<file path="src/rtl/isol_pkg.sv">
// shared constants, codes and control types for the interval overlap lookup
`default_nettype none

package isol_pkg;

   localparam int MAX_INTERVALS  = 1024;
   localparam int IDX_BITS       = $clog2(MAX_INTERVALS);
   localparam int CNT_BITS       = $clog2(MAX_INTERVALS + 1);
   localparam int MAX_REPORT     = 16;
   localparam int REP_BITS       = $clog2(MAX_REPORT + 1);
   localparam int POS_BITS       = 32;
   localparam int HIT_INDEX_BITS = 10;
   localparam int REQ_DATA_BITS  = 4 * POS_BITS;
   localparam int RSP_FIELD_BITS = HIT_INDEX_BITS + 2 * POS_BITS;
   localparam int RSP_DATA_BITS  = ((RSP_FIELD_BITS + 7) / 8) * 8;

   typedef enum logic [1:0] {
      CMD_CLEAR  = 2'd0,
      CMD_APPEND = 2'd1,
      CMD_QUERY  = 2'd2,
      CMD_NONE   = 2'd3
   } command_type;

   typedef enum logic [2:0] {
      ST_ACK   = 3'd0,
      ST_HIT   = 3'd1,
      ST_NONE  = 3'd2,
      ST_FULL  = 3'd3,
      ST_ORDER = 3'd4
   } status_type;

   typedef struct packed {
      logic [POS_BITS-1:0] seg_end;
      logic [POS_BITS-1:0] seg_start;
   } entry_type;

   // controller to datapath
   typedef struct packed {
      logic load_req;
      logic exec;
      logic srch_start;
      logic srch_read;
      logic srch_cmp;
      logic srch_next;
      logic hit_setup;
      logic hit_emit;
      logic single_emit;
   } dp_cmd_type;

   // datapath to controller
   typedef struct packed {
      command_type cmd;
      logic        query_trivial;
      logic        srch_done;
      logic        srch_pass;
      logic        no_hits;
      logic        hit_last;
      logic        out_free;
   } dp_stat_type;

endpackage

`default_nettype wire

</file>
<file path="src/rtl/isol_ctrl.sv">
// controller state machine sequencing decode, searches and result emission
`default_nettype none

module isol_ctrl (
   input  wire                        clock,
   input  wire                        reset,
   input  wire                        req_tvalid,
   output logic                       req_tready,
   input  wire  isol_pkg::dp_stat_type stat,
   output isol_pkg::dp_cmd_type       cmd
);

   typedef enum logic [6:0] {
      S_IDLE      = 7'b0000001,
      S_EXEC      = 7'b0000010,
      S_SRCH_RD   = 7'b0000100,
      S_SRCH_CMP  = 7'b0001000,
      S_HIT_SETUP = 7'b0010000,
      S_HIT_OUT   = 7'b0100000,
      S_EMIT1     = 7'b1000000
   } state_type;

   state_type state_ff, state_in;

   always_ff @(posedge clock) begin
      if (reset) begin
         state_ff <= S_IDLE;
      end else begin
         state_ff <= state_in;
      end
   end

   always_comb begin
      state_in   = state_ff;
      cmd        = '0;
      req_tready = 1'b0;
      unique case (state_ff)
         S_IDLE: begin
            req_tready = 1'b1;
            if (req_tvalid) begin
               cmd.load_req = 1'b1;
               state_in     = S_EXEC;
            end
         end
         S_EXEC: begin
            cmd.exec = 1'b1;
            unique case (stat.cmd)
               isol_pkg::CMD_CLEAR:  state_in = S_EMIT1;
               isol_pkg::CMD_APPEND: state_in = S_EMIT1;
               isol_pkg::CMD_QUERY: begin
                  if (stat.query_trivial) begin
                     state_in = S_EMIT1;
                  end else begin
                     cmd.srch_start = 1'b1;
                     state_in       = S_SRCH_RD;
                  end
               end
               isol_pkg::CMD_NONE:   state_in = S_IDLE;
               default:              state_in = S_IDLE;
            endcase
         end
         S_SRCH_RD: begin
            if (stat.srch_done) begin
               if (!stat.srch_pass) begin
                  cmd.srch_next = 1'b1;
               end else begin
                  state_in = S_HIT_SETUP;
               end
            end else begin
               cmd.srch_read = 1'b1;
               state_in      = S_SRCH_CMP;
            end
         end
         S_SRCH_CMP: begin
            cmd.srch_cmp = 1'b1;
            state_in     = S_SRCH_RD;
         end
         S_HIT_SETUP: begin
            cmd.hit_setup = 1'b1;
            state_in      = stat.no_hits ? S_EMIT1 : S_HIT_OUT;
         end
         S_HIT_OUT: begin
            cmd.hit_emit = 1'b1;
            if (stat.out_free && stat.hit_last) begin
               state_in = S_IDLE;
            end
         end
         S_EMIT1: begin
            cmd.single_emit = 1'b1;
            if (stat.out_free) begin
               state_in = S_IDLE;
            end
         end
         default: begin
            state_in = S_IDLE;
         end
      endcase
   end

   a_search_exit: assert property (@(posedge clock) disable iff (reset)
      (state_ff == S_SRCH_CMP) |=> (state_ff == S_SRCH_RD))
      else $error("compare step not followed by next probe");

   a_no_accept_busy: assert property (@(posedge clock) disable iff (reset)
      (req_tvalid && req_tready) |=> !req_tready)
      else $error("second transaction taken before decode");

   a_emit_done: assert property (@(posedge clock) disable iff (reset)
      ((state_ff == S_EMIT1) && stat.out_free) |=> (state_ff == S_IDLE))
      else $error("single result left controller busy");

endmodule

`default_nettype wire

</file>
<file path="config.mk">
export PLATFORM = sky130hd
export DESIGN_NAME = isol_ctrl
export DESIGN_NICKNAME = d
export VERILOG_FILES = /design/src/rtl/isol_pkg.sv /design/src/rtl/isol_ctrl.sv
export SDC_FILE = /design/constraint.sdc
export NUM_CORES = 1
export LEC_CHECK = 0
export BUFFER_PORTS_ARGS = -buffer_cell sky130_fd_sc_hd__buf_2
export CORE_MARGIN = 4
export CORE_UTILIZATION = 35
export DETAILED_ROUTE_END_ITERATION = 12
export GPL_ROUTABILITY_DRIVEN = 0
export PLACE_DENSITY = 0.6
export SETUP_SLACK_MARGIN = 0.1
export SLEW_MARGIN = 20
export SYNTH_ARGS = -nofsm -noshare
export SYNTH_HDL_FRONTEND = slang
export SYNTH_SLANG_ARGS = --single-unit
export TNS_END_PERCENT = 100
</file>
<file path="constraint.sdc">
create_clock -name clock -period 1.4 [get_ports clock]
set_input_delay 0.21 -clock clock [delete_from_list [all_inputs] [get_ports clock]]
set_output_delay 0.21 -clock clock [all_outputs]
set_load 0.01 [all_outputs]
</file>
### Word level (Yosys, flattened, before mapping)

Cells that the tools add are included.

* bits in registers: 7
* input bits: 11
* output and inout bits: 10

* eq/ne operators: 14
* muxes and demuxes: 24
* reduce and logical (&&, ||, !) cells: 4

Operators with widths (number)
* two-way mux 7 bit: 7
* case mux 7 bit (7 select lines): 1
* case mux 7 bit (3 select lines): 1
* two-way mux 1 bit: 14
* == test 7 x 1 -> 1 bit, second input constant: 1
* == test 7 x 2 -> 1 bit, second input constant: 1
* == test 7 x 3 -> 1 bit, second input constant: 1
* == test 7 x 4 -> 1 bit, second input constant: 1
* == test 7 x 5 -> 1 bit, second input constant: 1
* == test 7 x 6 -> 1 bit, second input constant: 1
* == test 7 bit, second input constant: 1
* != test 2 bit, second input constant: 3
* == test 2 bit, second input constant: 2
* AND reduction 4 bit: 1
* != test 3 bit, second input constant: 1
* == test 2 x 1 -> 1 bit, second input constant: 1
* zero test 2 bit: 1
* two-way mux 2 bit: 1
* OR reduction 2 bit: 1
* logical AND 1 bit: 1

### Longest topological paths before layout

Gate-level depths: netlist (run 1).

* depth after elaboration: 4
* depth in mapped cells: 5
* depth with buffers taken out: 4

### Least setup slack after synthesis (run 1)

OpenSTA, ideal clock, no wires.

* path type: flip-flop to output port
* from: register state_ff[2]
* to: output cmd[6] (netlist bit)
* arrival: 1.246 ns
* required time: 1.190 ns
* path slack: -0.056 ns
* cell stages (with the launch flop): 5
* buffers on the path: 1
* cells stage by stage: dfxtp_1 -> buf_6 -> or4b_4 -> nor2_4 -> and3_4

RTL lines
* from (decl): RTL line isol_ctrl.sv:23 `state_type state_ff, state_in;`
* from (signal assigned): RTL line isol_ctrl.sv:29 `state_ff <= state_in;`
* to (decl): RTL line isol_ctrl.sv:10 `output isol_pkg::dp_cmd_type cmd`

==> results of run 1 <==
[routing by layer]
| metal | global-route usage (%) | share of wire [%] | vias to the layer above |
|---|---|---|---|
| li1 | - | - | 331 |
| met1 | 21.2 | 43 | 307 |
| met2 | 28.9 | 52 | 15 |
| met3 | 4.51 | 3.9 | 2 |
| met4 | 8.29 | 0.72 | 0 |
| met5 | 0 | 0 | - |
[cell usage in the layout (no fill, tap or decap), drive strengths merged, types with 2 or more instances in the layout]
| master | Yosys | final |
|---|---|---|
| nor4 | 2 | 2 |
| and3 | 3 | 3 |
| nor2 | 10 | 10 |
| or4b | 2 | 2 |
| inv | 3 | 3 |
| nor3 | 5 | 5 |
| nand2 | 2 | 2 |
| dfxtp | 7 | 7 |
| a21oi | 3 | 3 |
| and2 | 2 | 2 |
| buf | 2 | 39 |
| o22a | 2 | 2 |
| o21ai | 2 | 2 |
| clkbuf | 0 | 4 |
| nand2b | 7 | 7 |
[final cells by class]
class	instances	area [um^2]	area share (%)
timing repair buffer	39	287	30.1
clock buffer	4	26.3	2.76
multi-input combinational	55	463	48.6
sequential	7	146	15.4
inverter	3	11.3	1.18
tap	15	18.8	1.97
[cells by family after synthesis]
| kind of cell | after synthesis | share of synthesized area [%] |
|---|---|---|
| flip-flops | 7 | 25.7 |
| AND/OR/NAND/NOR | 39 | 46.2 |
| AO/OA/AOI/OAI | 15 | 20.2 |
| buffers and inverters | 5 | 6.21 |
| XOR/XNOR | 1 | 1.61 |
[worst paths after layout]
path / endpoint / slack, ns / depth (start not counted)
min: state_ff[1]$_SDFFE_PP0P_ / 0.21 / 2
max: cmd[6] / -0.33 / 4
min reg2reg: state_ff[5]$_SDFFE_PP0P_ / 0.64 / 2
max reg2reg: state_ff[3]$_SDFFE_PP0P_ / -0.23 / 6
[stage by stage]
step	setup slack (ns)	TNS [ns]	area (um^2)	std cells	utilization, %
floorplan	-0.0556	-0.126	552	67	-
global route	-0.403	-4.53	952	123	68.9
finish	-0.332	-3.35	952	123	68.9
detailed placement	-0.128	-0.413	746	113	53.9
CTS	-0.333	-3.18	882	122	63.8
global placement	-0.107	-0.394	746	113	53.9
[power groups by stage]
stage	Sequential, mW	Combinational, mW	Clock (mW)
after detailed placement	0.218	0.122	0
after global placement	0.218	0.123	0
after global routing	0.217	0.210	0.210
after floorplan	0.218	0.0706	0
final	0.216	0.195	0.191
after CTS	0.215	0.157	0.195
[timing repair]
item,4_1_cts,5_1_grt
buffers inserted,5,1
endpoints found under the setup margin,16,16
cloned,0,0
pin swaps,5,4
resized for setup,17,12
==> results.md, run 1 <==
* Top flop regs: state_ff: 7 flops
* Die W at 47.4 um
* Initial antenna violation count at 0
* Flop pwr share at 35.8%
* Max-cap violations at 0
* Worst-case vdd ir drop at 523 uV
* CP startpoint: state_ff[4]$_SDFFE_PP0P_
* TritonCTS clock tree: done
* H-tree lvl count at 1
* Port bufs at 20
* Setup crit start kind: flop
* Synth cell types at 35
* Worst-margin pin slew at 0.318 ns
* Pwr Total at 0.602 mW
* CORE AREA at 1380 um^2
* CP max stage cell: or4b_4
* Netlist Area Pre-Place at 544 um^2
* Hold-fix buffers, CTS at 0
* Switching pwr at 0.177 mW
* Largest stage delay, worst path at 0.54 ns
* Clock power frac at 31.7%
* Initial Util at 39.4%
* GR Util All Layers at 17.6%
* Sequential area share after synthesis at 25.7%
* Crit path kind: flop to output port
* Final hold violations at 0
* Power Density at 632 nW/um^2
* Clock buffer depth at 2
* Fillers at 112
* YS warnings at 0
* Most frequent cells after synthesis: nor2_1, dfxtp_1, nand2b_1, nor3_1
* Setup slack after layout at -0.332 ns
* Outcome: complete, but fails checks
* Critical path required time at 1.19 ns
* Largest register FFs at 7
* Most frequent cell after synthesis: nor2_1
* DRT iter0 DRCs at 11
* Most flops, register: state_ff
* HPWL after detailed placement at 1.16 mm
* Cell Chain, Critical Path: or4b_4, nor2_4, and3_4, buf_6
* Synth top area share at 25.7%
* Fin crit share at 124%
* First-pass GRT wire length at 2.68 mm
* WHS at 0.205 ns
* Switching share of total power at 29.5%
* Max Fclk at 0.577 GHz
* Number of enable flip-flop cells after synthesis at 0
* Avg Inst Size Synth at 8.12 um^2
* Row count at 13
* Grt ovf at 0
* RSZ-0062 raised after global routing: yes
* Ranking of synthesized cells by area: dfxtp_1, nand2b_1, nor2_1
* Violated checks: setup timing
* CP delay by family, top: simple AND/OR/NAND/NOR gates
* Root buf cell: clkbuf_4
* First drt pass iteration count at 4
* Comb pwr share at 32.5%
* CP bufs+invs at 1
* Largest net degree at the start of global routing at 8
* Final setup vio count at 16
* CTS buffer count at 3
* Layout cells sized above 1 at 62.0%
* Post-Syn Instances at 67
* Synthesis-to-layout area growth at 74.9%
* Internal Pwr Total at 0.424 mW
* HP Start: reset
* Die area at 2250 um^2
* Post-Route WL at 1.80 mm
* Minimum clock period at 1.73 ns
* Post-synth top flop: dfxtp_1
* Detailed-route wire length per cell at 14.6 um
* Sink Count at 7
* Total number of vias at 655
* Async set or reset register ratio after synthesis at 0%
* Final clock skew at 0.000541 ns
* Critical path data arrival time at 1.52 ns
* Clk Latency, worst-skew pair at 0.25 ns
* Max-slew violations at 0
* Vias in the first global route at 603
* Drt drc at 0
* Final #Nets at 120
* # diodes at 0
* Clock transition at path regs at 0.06 ns
* Worst Setup End Kind: output port
* Post-route ant nets at 0
* Worst r2r src: state_ff[0]$_SDFFE_PP1P_
* Static leakage at 0.416 nW
* FF+latch count, synth at 7
* IO Pins at 21
* Worst slew margin at 78.8%
* Hold Path Class: input pin to flop
* Area leader, netlist: dfxtp_1
* Max FO, Critical Path at 5
* Syn Nets at 78
* Routed vias/inst at 5.33
* DIE HEIGHT at 47.4 um
No activity file was read; power rests on OpenSTA's default activity.
==> run 2, diff against run 1 <==
--- a/config.mk
+++ b/config.mk
@@ -10,8 +10,10 @@
 export CORE_UTILIZATION = 35
 export DETAILED_ROUTE_END_ITERATION = 12
 export GPL_ROUTABILITY_DRIVEN = 0
+export MAX_ROUTING_LAYER = met4
 export PLACE_DENSITY = 0.6
 export SETUP_SLACK_MARGIN = 0.1
+export SKIP_LAST_GASP = 1
 export SLEW_MARGIN = 20
 export SYNTH_ARGS = -nofsm -noshare
 export SYNTH_HDL_FRONTEND = slang
==> results.md, run 2 (same netlist as run 1, synthesis figures left out) <==
* Outcome: complete, but fails checks
* Violated checks: setup timing
* First-pass GRT wire length at 2.66 mm
* Max Fclk at 0.571 GHz
* IO Pins at 21
* Crit path capture: cmd[6]
* Worst-case vdd ir drop at 525 uV
* CORE AREA at 1380 um^2
* Initial antenna violation count at 0
* TritonCTS clock tree: done
* Met3 routed WL at 67 um
* Root buf cell: clkbuf_4
* DRT iter0 DRCs at 6
* Top flop regs: state_ff: 7 flops
* Largest net degree at the start of global routing at 8
* Most flops, register: state_ff
* DR top layer: met4
* RSZ-0062 raised after global routing: yes
* Die W at 47.4 um
* Final hold violations at 0
* Clk Latency, worst-skew pair at 0.25 ns
* Hold Path Class: input pin to flop
* Detailed-route wire length per cell at 14.8 um
* Post-route cell area at 973 um^2
* CTS buffer count at 3
* Clock buffer depth at 2
* Fin crit share at 125%
* Reg2reg end: state_ff[3]$_SDFFE_PP0P_
* H-tree lvl count at 1
* GR Util All Layers at 17.8%
* Min-Delay Path Depth at 3
* Pwr Total at 0.608 mW
* Crit path kind: flop to output port
* Sink Count at 7
* Worst slew margin at 78.6%
* HPWL after detailed placement at 1.16 mm
* Post-DP Area at 746 um^2
* Max-cap violations at 0
* Grt ovf at 0
* Static leakage at 0.429 nW
* Layout cells sized above 1 at 61.8%
* Drt drc at 0
* Final #Nets at 122
* Most frequent cells in the layout: buf_2, buf_4, buf_6
* Inst Count DP at 113
* Power Density at 625 nW/um^2
* Util after Layout at 70.4%
* Row count at 13
* Worst r2r path cells at 6
* First drt pass iteration count at 2
* Hold-fix buffers, CTS at 0
* Met2 WL at 956 um
* Worst Setup End Kind: output port
* Vias in the first global route at 601
* Minimum clock period at 1.75 ns
* Final setup vio count at 16
* Critical path data arrival time at 1.54 ns
* Commonest non-fill, non-tap cell in the layout: buf_2
* Final clock skew at 0.00277 ns
* Clock transition at path regs at 0.06 ns
* Post-route ant nets at 0
* Largest register FFs at 7
* Routed vias/inst at 5.42
* Post-Layout Cell Count at 125
* Max FO, Critical Path at 5
* Post-Route WL at 1.85 mm
* CP startpoint: state_ff[4]$_SDFFE_PP0P_
* # diodes at 0
* Worst reg2reg setup slack at -0.26 ns
* Initial Util at 39.4%
* WL met1 at 808 um
* Synthesis-to-layout area growth at 78.9%
* Worst-margin pin slew at 0.319 ns
* DIE HEIGHT at 47.4 um
* Die area at 2250 um^2
* Port bufs at 20
* Max-slew violations at 0
* Worst r2r src: state_ff[0]$_SDFFE_PP1P_
* Setup slack after layout at -0.350 ns
* Total number of vias at 677
* Critical path required time at 1.19 ns
* Setup crit start kind: flop
[run 2: cell types whose count changed in the layout (fill, tap and decap cells not counted), sizes merged]
cell  delta
buf      +2
[run 2: how the worst min path moves through the flow]
stage | start | end | slack, ns
3_3_place_gp | stat[4] | state_ff[4]$_SDFFE_PP0P_ | 0.47
5_1_grt | stat[4] | state_ff[4]$_SDFFE_PP0P_ | 0.20
3_5_place_dp | stat[4] | state_ff[4]$_SDFFE_PP0P_ | 0.46
2_1_floorplan | reset | state_ff[5]$_SDFFE_PP0P_ | 0.27
6_report | stat[4] | state_ff[4]$_SDFFE_PP0P_ | 0.20
4_1_cts | stat[4] | state_ff[4]$_SDFFE_PP0P_ | 0.19
[run 2: cell type report]
| class | instances | area, um^2 |
|---|---|---|
| timing repair buffer | 41 | 309 |
| multi-input combinational | 55 | 459 |
| clock buffer | 4 | 26.3 |
| fill | 104 | 409 |
| sequential | 7 | 149 |
| inverter | 3 | 11.3 |
| tap | 15 | 18.8 |
[run 2: per-stage QoR]
stage / hold slack (ns) / setup TNS [ns] / setup WS (ns)
finish: 0.200 / -3.62 / -0.350
global route: 0.200 / -4.83 / -0.408
CTS: 0.191 / -3.20 / -0.351
detailed placement: 0.464 / -0.413 / -0.128
global placement: 0.466 / -0.394 / -0.107
floorplan: 0.275 / -0.126 / -0.0556
[run 2: where the power goes]
group | total, mW | switching (mW) | leakage (nW) | internal, mW
clock | 0.189 | 0.0798 | 0.0150 | 0.109
sequential | 0.214 | 0.00902 | 0.0581 | 0.205
combinational | 0.205 | 0.0894 | 0.356 | 0.116
[run 2: timing repair]
action / CTS / global route
cloned: 0 / 0
resized for setup: 16 / 15
pin swaps: 5 / 5
setup buffers: 5 / 3
setup endpoints to repair: 16 / 16
[run 2: layer usage]
metal | vias to the layer above | track usage, %
met1 | 328 | 20.9
met5 | - | -
met3 | 2 | 3.38
met4 | 0 | 8.29
met2 | 11 | 28.9
li1 | 336 | -
[run 2: critical path, stage by stage, from the launching register on]
cell and delay [ns]:
dfxtp_4 0.36, or4b_4 0.53, nor2_4 0.10, and3_4 0.20, buf_6 0.10
